==> config.mk <==
export PLATFORM = sky130hd
export DESIGN_NAME = fractional_restoring_divider_core
export DESIGN_NICKNAME = d
export VERILOG_FILES = /design/src/frd_pkg.sv /design/src/fractional_restoring_divider_core.sv /design/src/frd_ctrl.sv /design/src/frd_dpath.sv
export VERILOG_INCLUDE_DIRS = /design/src /design/src/src
export SDC_FILE = /design/constraint.sdc
export NUM_CORES = 1
export LEC_CHECK = 0
export BUFFER_PORTS_ARGS = -buffer_cell sky130_fd_sc_hd__buf_2
export CAP_MARGIN = 20
export CORE_ASPECT_RATIO = 2
export CORE_MARGIN = 3
export CORE_UTILIZATION = 40
export CTS_CLUSTER_SIZE = 25
export DETAILED_ROUTE_END_ITERATION = 7
export GPL_TIMING_DRIVEN = 0
export PLACE_DENSITY_LB_ADDON = 0.1
export SYNTH_ARGS = -nofsm -noshare
export SYNTH_HDL_FRONTEND = slang
export SYNTH_SLANG_ARGS = --single-unit
==> constraint.sdc <==
create_clock -name clk -period 6.2 [get_ports clk]
set_input_delay 0.62 -clock clk [delete_from_list [all_inputs] [get_ports clk]]
set_output_delay 0.62 -clock clk [all_outputs]
set_load 0.03 [all_outputs]
==> src/fractional_restoring_divider_core_assert.svh <==
// Assertion macros used by the fractional restoring divider top level.
`ifndef FRACTIONAL_RESTORING_DIVIDER_CORE_ASSERT_SVH
`define FRACTIONAL_RESTORING_DIVIDER_CORE_ASSERT_SVH

// Consequent must hold in the same cycle as the antecedent.
`define FRD_ASSERT_SAME(label, clk, rst_n, ante, cons, msg) \
	label: assert property (@(posedge clk) disable iff (!rst_n) (ante) |-> (cons)) \
		else $error(msg);

// Consequent must hold in the cycle after the antecedent.
`define FRD_ASSERT_NEXT(label, clk, rst_n, ante, cons, msg) \
	label: assert property (@(posedge clk) disable iff (!rst_n) (ante) |=> (cons)) \
		else $error(msg);

`endif

==> src/frd_pkg.sv <==
// Package with the types, constants and helper functions of the fractional divider.
`default_nettype none
package frd_pkg;

	localparam int FIELD_WIDTH           = 32;
	localparam int RESULT_WIDTH          = 64;
	localparam int PBITS_WIDTH           = 7;
	localparam int MAX_RESULT_BITS       = 64;
	localparam int DEFAULT_OPERAND_WIDTH = 32;
	localparam logic [PBITS_WIDTH-1:0] RESULT_BITS_RESET = 7'd24;

	typedef enum logic [1:0] {
		ST_IDLE,
		ST_RUN,
		ST_DONE
	} frd_state_t;

	// Commands from the controller to the datapath.
	typedef struct packed {
		logic load;
		logic step;
	} frd_cmd_t;

	// Status from the datapath to the controller.
	typedef struct packed {
		logic skip;
	} frd_status_t;

	// Mask with the low p bits set.
	function automatic logic [RESULT_WIDTH-1:0] low_ones(input logic [PBITS_WIDTH-1:0] p);
		logic [RESULT_WIDTH-1:0] m;
		for (int i = 0; i < RESULT_WIDTH; i++) begin
			m[i] = (i < int'(p));
		end
		return m;
	endfunction

endpackage
`default_nettype wire

==> src/fractional_restoring_divider_core.sv <==
// Top level of the fractional restoring divider: configuration register, controller, datapath.
`default_nettype none
// The divider takes an unsigned dividend and divisor (OPERAND_WIDTH bits each) when start is
// high and busy is low, and returns P = result_bits quotient bits, the integer LSB followed by
// P-1 fraction bits, right-aligned in quotient_bits. The datapath makes one quotient bit per
// cycle with a single subtract and compare, so done pulses once the RUN steps have ended (in
// the cycle after the accepting edge when the divisor or P is zero), and the next item can be
// taken in the cycle after done. The result is shown while done is high and must be taken
// then; the receiver cannot stall. result_bits is written through the cfg_valid/cfg_ready
// transfer while the block is idle and start is low; values above 64 count as 64.
module fractional_restoring_divider_core #(
	parameter int OPERAND_WIDTH = frd_pkg::DEFAULT_OPERAND_WIDTH
) (
	input  wire logic                             clk,
	input  wire logic                             arst_n,
	input  wire logic                             start,
	output logic                                  busy,
	input  wire logic [frd_pkg::FIELD_WIDTH-1:0]  dividend,
	input  wire logic [frd_pkg::FIELD_WIDTH-1:0]  divisor,
	input  wire logic                             cfg_valid,
	output logic                                  cfg_ready,
	input  wire logic [frd_pkg::PBITS_WIDTH-1:0]  cfg_data,
	output logic                                  done,
	output logic [frd_pkg::RESULT_WIDTH-1:0]      quotient_bits,
	output logic                                  divide_by_zero
);
	import frd_pkg::*;

	logic [PBITS_WIDTH-1:0] result_bits_q;
	logic [PBITS_WIDTH-1:0] p_eff;
	frd_cmd_t               cmd;
	frd_status_t            status;

	// Configuration register, written by a transfer while idle with no start pending.
	assign cfg_ready = !busy && !start;

	always_ff @(posedge clk or negedge arst_n) begin
		if (!arst_n) begin
			result_bits_q <= RESULT_BITS_RESET;
		end else if (cfg_valid && cfg_ready) begin
			result_bits_q <= cfg_data;
		end
	end

	// Result bits saturate at the width of the result.
	assign p_eff = (result_bits_q > PBITS_WIDTH'(MAX_RESULT_BITS))
		? PBITS_WIDTH'(MAX_RESULT_BITS) : result_bits_q;

	frd_ctrl #(
		.OPERAND_WIDTH(OPERAND_WIDTH)
	) u_ctrl (
		.clk    (clk),
		.arst_n (arst_n),
		.start  (start),
		.p_eff  (p_eff),
		.status (status),
		.cmd    (cmd),
		.busy   (busy),
		.done   (done)
	);

	frd_dpath #(
		.OPERAND_WIDTH(OPERAND_WIDTH)
	) u_dpath (
		.clk            (clk),
		.dividend       (dividend),
		.divisor        (divisor),
		.p_eff          (p_eff),
		.cmd            (cmd),
		.status         (status),
		.quotient_bits  (quotient_bits),
		.divide_by_zero (divide_by_zero)
	);

	// Checks on the sequencing and the result.
`include "fractional_restoring_divider_core_assert.svh"
	`FRD_ASSERT_NEXT(a_start_busy, clk, arst_n, start && !busy, busy, "accepted item did not raise busy")
	`FRD_ASSERT_NEXT(a_done_single, clk, arst_n, done, !done && !busy, "done strobe longer than one cycle")
	`FRD_ASSERT_SAME(a_dz_ones, clk, arst_n, done && divide_by_zero, quotient_bits == low_ones(p_eff), "zero divisor result not all ones")
	`FRD_ASSERT_SAME(a_done_busy, clk, arst_n, done, busy && !cfg_ready, "done outside of a busy period")

endmodule
`default_nettype wire

==> src/frd_ctrl.sv <==
// Controller state machine that sequences the divider steps.
`default_nettype none
module frd_ctrl #(
	parameter int OPERAND_WIDTH = frd_pkg::DEFAULT_OPERAND_WIDTH
) (
	input  wire logic                           clk,
	input  wire logic                           arst_n,
	input  wire logic                           start,
	input  wire logic [frd_pkg::PBITS_WIDTH-1:0] p_eff,
	input  wire frd_pkg::frd_status_t           status,
	output frd_pkg::frd_cmd_t                   cmd,
	output logic                                busy,
	output logic                                done
);
	import frd_pkg::*;

	localparam int CW = $clog2(OPERAND_WIDTH + MAX_RESULT_BITS);

	frd_state_t    state_q, state_d;
	logic [CW-1:0] count_q;

	// State register and step counter.
	always_ff @(posedge clk or negedge arst_n) begin
		if (!arst_n) begin
			state_q <= ST_IDLE;
			count_q <= '0;
		end else begin
			state_q <= state_d;
			if (cmd.load) begin
				count_q <= CW'(OPERAND_WIDTH) + CW'(p_eff) - CW'(1);
			end else if (cmd.step) begin
				count_q <= count_q - CW'(1);
			end
		end
	end

	// Next state and command decode.
	always_comb begin
		state_d  = state_q;
		cmd.load = 1'b0;
		cmd.step = 1'b0;
		busy     = 1'b1;
		done     = 1'b0;
		case (state_q)
			ST_IDLE: begin
				busy = 1'b0;
				if (start) begin
					cmd.load = 1'b1;
					state_d  = status.skip ? ST_DONE : ST_RUN;
				end
			end
			ST_RUN: begin
				cmd.step = 1'b1;
				if (count_q == CW'(1)) begin
					state_d = ST_DONE;
				end
			end
			ST_DONE: begin
				done    = 1'b1;
				state_d = ST_IDLE;
			end
			default: begin
				state_d = ST_IDLE;
			end
		endcase
	end

endmodule
`default_nettype wire

==> src/frd_dpath.sv <==
// Datapath with the partial remainder, the shifted dividend and the quotient register.
`default_nettype none
module frd_dpath #(
	parameter int OPERAND_WIDTH = frd_pkg::DEFAULT_OPERAND_WIDTH
) (
	input  wire logic                             clk,
	input  wire logic [frd_pkg::FIELD_WIDTH-1:0]  dividend,
	input  wire logic [frd_pkg::FIELD_WIDTH-1:0]  divisor,
	input  wire logic [frd_pkg::PBITS_WIDTH-1:0]  p_eff,
	input  wire frd_pkg::frd_cmd_t                cmd,
	output frd_pkg::frd_status_t                  status,
	output logic [frd_pkg::RESULT_WIDTH-1:0]      quotient_bits,
	output logic                                  divide_by_zero
);
	import frd_pkg::*;

	localparam int W = OPERAND_WIDTH;

	logic [W+FIELD_WIDTH-1:0] a_ext, b_ext;
	logic [W-1:0]             a_w, b_w;
	logic [W-1:0]             rem_q, dvd_q, div_q;
	logic [RESULT_WIDTH-1:0]  quo_q;
	logic                     dz_q;
	logic [W+1:0]             diff;
	logic                     borrow;

	// Operands taken at the operand width: truncated or zero extended.
	assign a_ext = {{W{1'b0}}, dividend};
	assign b_ext = {{W{1'b0}}, divisor};
	assign a_w   = a_ext[W-1:0];
	assign b_w   = b_ext[W-1:0];

	// A zero divisor or zero result bits need no iteration.
	assign status.skip = (b_w == '0) || (p_eff == '0);

	// Trial subtraction of the divisor from the shifted remainder.
	assign diff   = {1'b0, rem_q, dvd_q[W-1]} - {2'b00, div_q};
	assign borrow = diff[W+1];

	// One quotient bit per step; dividend bits feed in first, then zeros.
	always_ff @(posedge clk) begin
		if (cmd.load) begin
			rem_q <= '0;
			dvd_q <= a_w;
			div_q <= b_w;
			quo_q <= (b_w == '0) ? '1 : '0;
			dz_q  <= (b_w == '0);
		end else if (cmd.step) begin
			dvd_q <= {dvd_q[W-2:0], 1'b0};
			if (!borrow) begin
				rem_q <= diff[W-1:0];
				quo_q <= {quo_q[RESULT_WIDTH-2:0], 1'b1};
			end else begin
				rem_q <= {rem_q[W-2:0], dvd_q[W-1]};
				quo_q <= {quo_q[RESULT_WIDTH-2:0], 1'b0};
			end
		end
	end

	// Result keeps only the low P bits.
	assign quotient_bits  = quo_q & low_ones(p_eff);
	assign divide_by_zero = dz_q;

endmodule
`default_nettype wire

==> results_dict.tcl, run 1 <==
set metrics [dict create \
    status "complete, no violations" \
    finalHoldViolations 0 \
    drc 0 \
    gp_congestion 0.892 \
    drv_cap 0 \
    clk_latency_ps 450 \
    synthesis.nets 1121 \
    synth_area_um2 9780 \
    rows 80 \
    ant_nets 0 \
    crit_chain "nor2b_1 -> inv_1 -> a21oi_1 -> nand2_1 -> nand2b_1 -> a21oi_1 -> nor2b_1 -> buf_2" \
    fin_cells 1472 \
    htreeDepth 4 \
    r2r_setup_slack_ps 2990 \
    rsz0062_at_grt "false" \
    synth_seq_cells 177 \
    dr.pass1.iters 5 \
    synth_top_family_by_area "compound AO/OA/AOI/OAI gates" \
    synth.area.mux_share_pct 1.22 \
    tritoncts "yes" \
    viasPerCell 5.41 \
    worstMarginPinSlew_ps 1110 \
    die_area_um2 26500 \
    clk_pin_slew_worst_paths_ps 70 \
    drive_above_1_share_pct 17.6 \
    grt_pass1_wl_um 43900 \
    dr_total_vias 7969 \
    postCtsHoldBufs 0 \
    antenna_found_initial 0 \
    max_freq_mhz 284 \
    drt_iter0_markers 319 \
    hpwl_um 22100 \
    cts_root_buf "clkbuf_16" \
    ys_async_sr_fraction_pct 9.04 \
    cp_top_family "simple AND/OR/NAND/NOR gates" \
    rr_endpoint "u_dpath.rem_q[23]" \
    seqPwrFrac_pct 31.4 \
    finClkSkew_ps 7.82 \
    p_int_mw 3.94 \
    synth_fa_ha_area_share_pct 4.81 \
    slew_headroom_pct 25.3 \
    crit_cells 8 \
    fin_ws_ps 2680 \
    first_global_vias 8290 \
    whs_ps 81.2 \
    port-buffer-count 142 \
    ff2ff_path_depth 11 \
    yosys.area_share.simple_pct 16.6 \
    die_h_um 227 \
    combPwrFrac_pct 54.4 \
    total_power_mw 7.38 \
    peakVddDrop_uv 427 \
    syn_area_per_cell_um2 9.69 \
    grt_overflow 0 \
    switching_share_pct 46.6 \
    required_ps 5580 \
    hp-class "in -> async" \
    cts_resized 0 \
    synth_compound_area_share_pct 20.3 \
    grt_max_degree 51 \
    mostFrequentLayoutCells "nand2_1 (175), buf_2 (142), edfxtp_1 (129)" \
    ys_warn_count 0 \
    ys_types 66 \
    initial_core_util_pct 40.9 \
    crit_end "quotient_bits[44]" \
    cp-start-kind "flop" \
    pre_cts_ws_ps 2600 \
    grt_usage_pct 22.2 \
    endpoint_kind "primary output" \
    ioPinCount 143 \
    synth_ff_type "edfxtp_1" \
    max_stage_delay_ps 560 \
    synthCells 1009 \
    finalSetupTns_ps 0 \
    wirelength_um 28700 \
    cts_inserted_buffers 17 \
    dieWidth_um 117 \
    switchingPower_mw 3.44 \
    cpMaxStageDelayCell "a21oi_1" \
    powerDensity_nw_per_um2 644 \
    startpoint "result_bits_q[6]" \
    final_common_cell "nand2_1" \
    r2r-start "u_dpath.div_q[1]" \
    synth_edf_count 129 \
    area_delta_synth_final_pct 17.2 \
    finalSetupViolCount 0 \
    arrival_ps 2900 \
    slew_viol_final 0 \
    seq_area_frac_synth_pct 50.3 \
    clkPwrFrac_pct 14.2 \
    finalCritPeriodShare_pct 56.8 \
    n_antenna_cell 0 \
    place_inst 1440 \
    nNetsFinal 1284 \
    cts_num_sinks 177 \
    finalCriticalPeriod_ps 3520 \
    cts_buffer_depth 2 \
    leakagePower_nw 5.24 \
    wl_per_cell_um 19.5 \
    synth_xor_xnor_area_share_pct 2.33 \
    cp_max_fo 6 \
    core_um2 23900 \
    post_cts_buffers 0 \
    crit_buf_inv 2 \
    crit_type "reg -> out" \
]
[worst reg2reg max path, delay by kind of cell (launching register included)]
kind | cells | cell delay (ps)
AOI/OAI and AO/OA | 6 | 1430
xor gates and xnor gates | 1 | 210
adders and majority gates | 1 | 220
buffers and inverters | 1 | 90
DFF | 1 | 440
and+or+nand+nor | 2 | 720
[synth_stat cells (all sizes together), types with 13 or more instances]
master / count / area (um^2)
nand2: 175 / 657
edfxtp: 129 / 3870
a21o: 72 / 541
a21oi: 70 / 354
nor2: 64 / 240
o21ai: 63 / 319
clkbuf: 48 / 180
inv: 45 / 169
ha: 36 / 450
dfxtp: 32 / 641
nor2b: 28 / 175
a21boi: 20 / 150
and2: 17 / 106
nand3: 16 / 80.1
dfrtp: 14 / 350
xnor2: 14 / 123
o21a: 13 / 97.6
[logic make-up after synthesis]
kind of cell,count (synthesis)
XOR/XNOR,26
AO/OA/AOI/OAI,298
flip-flops,177
adder cells (fa/ha/maj),37
buffers and inverters,101
AND/OR/NAND/NOR,359
multiplexers,11
[flip-flops by register name, summed over array words and instances, names as in the netlist]
name,count
u_dpath.quo_q,64
u_dpath.div_q,32
u_dpath.dvd_q,32
u_dpath.rem_q,32
result_bits_q,7
u_ctrl.count_q,7
u_ctrl.state_q,2
u_dpath.divide_by_zero,1
[stage by stage]
| stage | cell area [um^2] | utilization, % |
|---|---|---|
| after floorplan | 9780 | - |
| after CTS | 11500 | 47.9 |
| after detailed placement | 10900 | 45.6 |
| final | 11500 | 47.9 |
| after global placement | 10800 | 45.4 |
| after global routing | 11500 | 47.9 |
[routing by layer]
layer / part of all wire [%] / vias to the layer above / track usage [%]
li1: - / 3940 / -
met1: 35 / 3776 / 22.2
met2: 57 / 192 / 42.0
met3: 3.2 / 61 / 4.04
met4: 4.8 / 0 / 12.0
met5: 0 / - / 0
[worst min-delay path by stage]
stage	start	to	slack [ps]	depth (start not counted)
global route	arst_n	result_bits_q[2]	90	1
finish	arst_n	result_bits_q[2]	80	1
floorplan	arst_n	result_bits_q[0]	320	0
detailed placement	u_dpath.rem_q[31]	u_dpath.rem_q[31]	450	2
global placement	u_dpath.rem_q[31]	u_dpath.rem_q[31]	440	2
CTS	arst_n	result_bits_q[2]	70	1
[power by group through the flow]
stage               Combinational (mW)  Sequential, mW  Clock (mW)
global placement                  3.97            2.38           0
detailed placement                4.02            2.34           0
CTS                               4.04            2.32        1.08
global route                      4.40            2.38        1.12
finish                            4.02            2.32        1.05
floorplan                         2.89            2.26           0
[layout make-up]
type | count | area [um^2]
Buffer | 56 | 260
Timing Repair Buffer | 144 | 758
Clock inverter | 14 | 136
Clock buffer | 18 | 429
Tap cell | 287 | 359
Multi-Input combinational cell | 731 | 4430
Sequential cell | 177 | 4920
Fill cell | 2313 | 12500
Inverter | 45 | 171
No activity file was read; power rests on OpenSTA's default activity.
==> run 2: changes to the inputs <==
clock period = 3.4 ns   (was 6.2 ns; I/O delays follow)
==> run 2 against run 1 <==
Worst hold slack better by 0.67 ps. Clock power up 83%. Critical path type unchanged. Largest cell class unchanged. Wire length down 0.19%. Cell count about the same. Register-to-register slack worse by 2800 ps. Worst setup slack worse by 2500 ps. Utilization about the same. Largest power group unchanged. Critical endpoint unchanged. Flip-flop and latch count unchanged.
==> results_dict.tcl, run 2 (synthesized netlist as in run 1, its figures left out) <==
set metrics [dict create \
    status "complete, no violations" \
    seqPwrFrac_pct 31.4 \
    endpoint_kind "primary output" \
    drt_iter0_markers 391 \
    powerDensity_nw_per_um2 1170 \
    postCtsHoldBufs 1 \
    nNetsFinal 1285 \
    ant_nets 0 \
    drc 0 \
    fin_ws_ps 160 \
    regMostFlops "u_dpath.quo_q" \
    top_usage_layer "met2" \
    max_freq_mhz 309 \
    die_area_um2 26500 \
    dieWidth_um 117 \
    hpwl_um 22100 \
    leakagePower_nw 5.24 \
    finalCriticalPeriod_ps 3240 \
    gp_congestion 0.892 \
    multi_input_area_um2 4430 \
    worstMarginPinSlew_ps 1060 \
    grt_overflow 0 \
    slew_viol_final 0 \
    n_antenna_cell 0 \
    use_met3_pct 4.04 \
    viasPerCell 5.45 \
    area_delta_synth_final_pct 17.3 \
    regArea_um2 4920 \
    clk_pin_slew_worst_paths_ps 70 \
    n_fill_cell 2313 \
    ioPinCount 143 \
    switchingPower_mw 6.27 \
    drv_cap 0 \
    core_um2 23900 \
    dr.pass1.iters 4 \
    port-buffer-count 142 \
    cts_buffer_depth 2 \
    tritoncts "yes" \
    finalHoldViolations 0 \
    drive_above_1_share_pct 17.5 \
    crit_type "reg -> out" \
    final_util_pct 48.0 \
    cts_resized 0 \
    first_global_vias 8297 \
    clkPwrFrac_pct 14.3 \
    antenna_found_initial 0 \
    p_int_mw 7.19 \
    hp-class "in -> reg" \
    grt_pass1_wl_um 43900 \
    mostFrequentLayoutCells "nand2_1 (175), buf_2 (142), edfxtp_1 (129)" \
    wl_per_cell_um 19.4 \
    finalCritPeriodShare_pct 95.3 \
    pre_cts_ws_ps 84.0 \
    finClkSkew_ps 6.91 \
    peakVddDrop_uv 782 \
    cts_num_sinks 177 \
    cts_root_buf "clkbuf_16" \
    dr_total_vias 8026 \
    die_h_um 227 \
    htreeDepth 4 \
    wirelength_um 28600 \
    largest_register_ff_count 64 \
    rsz0062_at_grt "false" \
    gr-usage-met1_pct 22.2 \
    cp-start-kind "flop" \
    cp_max_fo 6 \
    final_common_cell "nand2_1" \
    slew_headroom_pct 28.2 \
    arrival_ps 2900 \
    initial_core_util_pct 40.9 \
    cts_inserted_buffers 17 \
    required_ps 3060 \
    grt_usage_pct 22.2 \
    switching_share_pct 46.6 \
    gr-usage-met2_pct 42.0 \
    combPwrFrac_pct 54.4 \
    grt_max_degree 51 \
    finalSetupViolCount 0 \
    clk_latency_ps 450 \
    post_cts_buffers 0 \
    rows 80 \
]
## run 2: path summary, 6_finish.rpt
kind / depth (start not counted) / start / slack, ps / to
min reg2reg: 2 / u_dpath.rem_q[6] / 470 / u_dpath.rem_q[6]
max: 8 / result_bits_q[6] / 160 / quotient_bits[44]
max in group asynchronous: 2 / arst_n / 2740 / result_bits_q[3]
max reg2reg: 11 / u_dpath.div_q[1] / 230 / u_dpath.rem_q[23]
min: 1 / divisor[31] / 80 / u_dpath.div_q[31]
min in group asynchronous: 2 / arst_n / 350 / result_bits_q[2]
## run 2: worst max-delay path: stages (launching register included)
cell,delay (ps)
dfrtp_1,460
nor2b_1,330
inv_1,180
a21oi_1,560
nand2_1,330
nand2b_1,150
a21oi_1,80
nor2b_1,150
buf_2,210
## run 2: routing by layer
metal | wire length, um | vias to the layer above
met2 | 16300 | 204
met5 | 0 | -
met3 | 945 | 58
li1 | - | 3944
met4 | 1360 | 0
met1 | 10000 | 3820
## run 2: final cells by class
cell class | instances | share of cell area, %
flip-flops and latches | 177 | 42.8
multi-input cells | 731 | 38.6
repair buffers | 145 | 6.69
clock buffers | 18 | 3.74
well taps | 287 | 3.13
plain buffers | 56 | 2.27
inverters | 45 | 1.49
clock inverters | 14 | 1.19
## run 2: power by group through the flow
| stage | clock network (mW) | registers (mW) | logic [mW] |
|---|---|---|---|
| after floorplan | 0 | 4.11 | 5.27 |
| after global placement | 0 | 4.31 | 7.20 |
| after detailed placement | 0 | 4.27 | 7.32 |
| after CTS | 1.97 | 4.23 | 7.37 |
| after global routing | 2.04 | 4.34 | 8.03 |
| final | 1.92 | 4.22 | 7.32 |
## run 2: stage by stage
stage	total power [mW]	instance area, um^2	std cells	TNS, ps	hold WS (ps)
after floorplan	9.38	9780	1009	0	44.4
after global routing	14.4	11500	1473	0	59.2
final	13.5	11500	1473	0	81.8
after detailed placement	11.6	10900	1440	0	284
after global placement	11.5	10800	1438	-120110	280
after CTS	13.6	11500	1473	0	54.7
==> run 3: changes to the inputs <==
PLACE_DENSITY_LB_ADDON = 0.3   (was 0.1)
==> run 3 against run 2 <==
Clock-buffer cell count up 1. Combinational power about the same. Fmax up 1.1%. Largest power group unchanged.
==> results_dict.tcl, run 3 (synthesized netlist as in run 1, its figures left out) <==
set metrics [dict create \
    final_common_cell "nand2_1" \
    rsz0062_at_grt "false" \
    startpoint "u_dpath.div_q[10]" \
    rows 80 \
    cp_max_fo 10 \
    wirelength_um 29200 \
    grt_overflow 0 \
    die_h_um 227 \
    drc 0 \
    htreeDepth 4 \
    cts_inserted_buffers 17 \
    viasPerCell 5.53 \
    rr_endpoint "u_dpath.rem_q[8]" \
    fin_cells 1475 \
    arrival_ps 3510 \
    finalSetupTns_ps 0 \
    drt_iter0_markers 307 \
    nNetsFinal 1286 \
    initial_core_util_pct 40.9 \
    core_um2 23900 \
    hp-class "in -> reg" \
    total_power_mw 13.6 \
    regMostFlops "u_dpath.quo_q" \
    clk_latency_ps 450 \
    first_global_vias 8421 \
    largest_register_ff_count 64 \
    dr.pass1.iters 7 \
    cts_num_sinks 177 \
    ff2ff_path_depth 12 \
    endpoint_kind "flop" \
    status "complete, no violations" \
    required_ps 3700 \
    mostFrequentLayoutCells "nand2_1 (175), buf_2 (142), edfxtp_1 (129)" \
    die_area_um2 26500 \
    crit_type "reg -> reg" \
    area_delta_synth_final_pct 17.7 \
    cts_root_buf "clkbuf_16" \
    r2r_setup_slack_ps 190 \
    worstMarginPinSlew_ps 819 \
    finClkSkew_ps 8.22 \
    peakVddDrop_uv 784 \
    finalCritPeriodShare_pct 94.3 \
    r2r-start "u_dpath.div_q[10]" \
    ioPinCount 143 \
    ant_nets 0 \
    leakagePower_nw 5.25 \
    gp_congestion 0.961 \
    finalHoldViolations 0 \
    cp-start-kind "flop" \
    finalSetupViolCount 0 \
    clk_pin_slew_worst_paths_ps 70 \
    drive_above_1_share_pct 17.4 \
    wl_per_cell_um 19.8 \
    finalCriticalPeriod_ps 3210 \
    drv_cap 0 \
    slew_headroom_pct 45.2 \
    powerDensity_nw_per_um2 1180 \
    grt_max_degree 62 \
    port-buffer-count 142 \
    max_freq_mhz 312 \
    tritoncts "yes" \
    hpwl_um 22700 \
    grt_usage_pct 22.7 \
    dieWidth_um 117 \
    whs_ps 85.6 \
    antenna_found_initial 1 \
    slew_viol_final 0 \
    cts_resized 0 \
    dr_total_vias 8160 \
    place_inst 1440 \
    grt_pass1_wl_um 44900 \
    n_fill_cell 2268 \
    crit_end "u_dpath.rem_q[8]" \
    cts_buffer_depth 2 \
]
## run 3: cell count changes in the layout (fill, tap and decap cells not counted), moves of 2 or more
| cell | change |
|---|---|
| clkinv_1 | +2 |
| inv_8 | -3 |
| clkinvlp_4 | +2 |
| bufinv_16 | +3 |
| inv_6 | -4 |
## run 3: critical path, stage by stage, from the launching register on
cell      delay, ps
edfxtp_1        340
inv_1            50
ha_1            400
a21o_1          250
a221oi_2        330
nor2_1           90
o21ai_2         210
a31oi_4         190
a311oi_4        660
buf_6           260
nor2_1           60
a21oi_1         130
o21ai_0          90
## run 3: per-stage QoR
stage / instance area, um^2 / util, % / worst slack, ps
2_1_floorplan: 9780 / - / 127
3_3_place_gp: 10800 / 45.4 / -1100
3_5_place_dp: 10900 / 45.6 / 221
4_1_cts: 11500 / 48.1 / 158
5_1_grt: 11500 / 48.1 / 18.9
6_report: 11500 / 48.1 / 195
## run 3: layout make-up
cell class / count / area, um^2 / area share [%]
multi-input combinational: 731 / 4430 / 38.5
tap: 287 / 359 / 3.12
clock inverter: 13 / 160 / 1.39
clock buffer: 19 / 433 / 3.76
buffer: 56 / 260 / 2.26
antenna: 1 / 2.50 / 0.0217
sequential: 177 / 4920 / 42.7
inverter: 45 / 171 / 1.49
timing repair buffer: 146 / 773 / 6.72
## run 3: how the worst min path moves through the flow
stage / start / to / slack [ps] / depth (start not counted)
2_1_floorplan: arst_n / result_bits_q[0] / 40 / 0
3_3_place_gp: arst_n / result_bits_q[0] / 290 / 1
3_5_place_dp: arst_n / result_bits_q[1] / 280 / 1
4_1_cts: divisor[5] / u_dpath.div_q[5] / 60 / 1
5_1_grt: divisor[5] / u_dpath.div_q[5] / 60 / 1
6_report: divisor[18] / u_dpath.div_q[18] / 90 / 1
## run 3: power by group
part           internal [mW]  switching, mW
Clock                   1.16          0.869
Combinational           2.52           4.82
Sequential              3.70          0.544
## run 3: repair_timing
action | CTS | global route
hold buffers | 1 | 0
buffers inserted | 0 | 0
hold endpoints to repair | 14 | 0
## run 3: metal layers
| layer | vias to the layer above | GRT usage, % | wire length [um] |
|---|---|---|---|
| met5 | - | 0 | 0 |
| met4 | 0 | 13.8 | 1800 |
| met3 | 80 | 4.18 | 1170 |
| met2 | 219 | 43.1 | 16500 |
| met1 | 3921 | 21.7 | 9710 |
| li1 | 3940 | - | - |
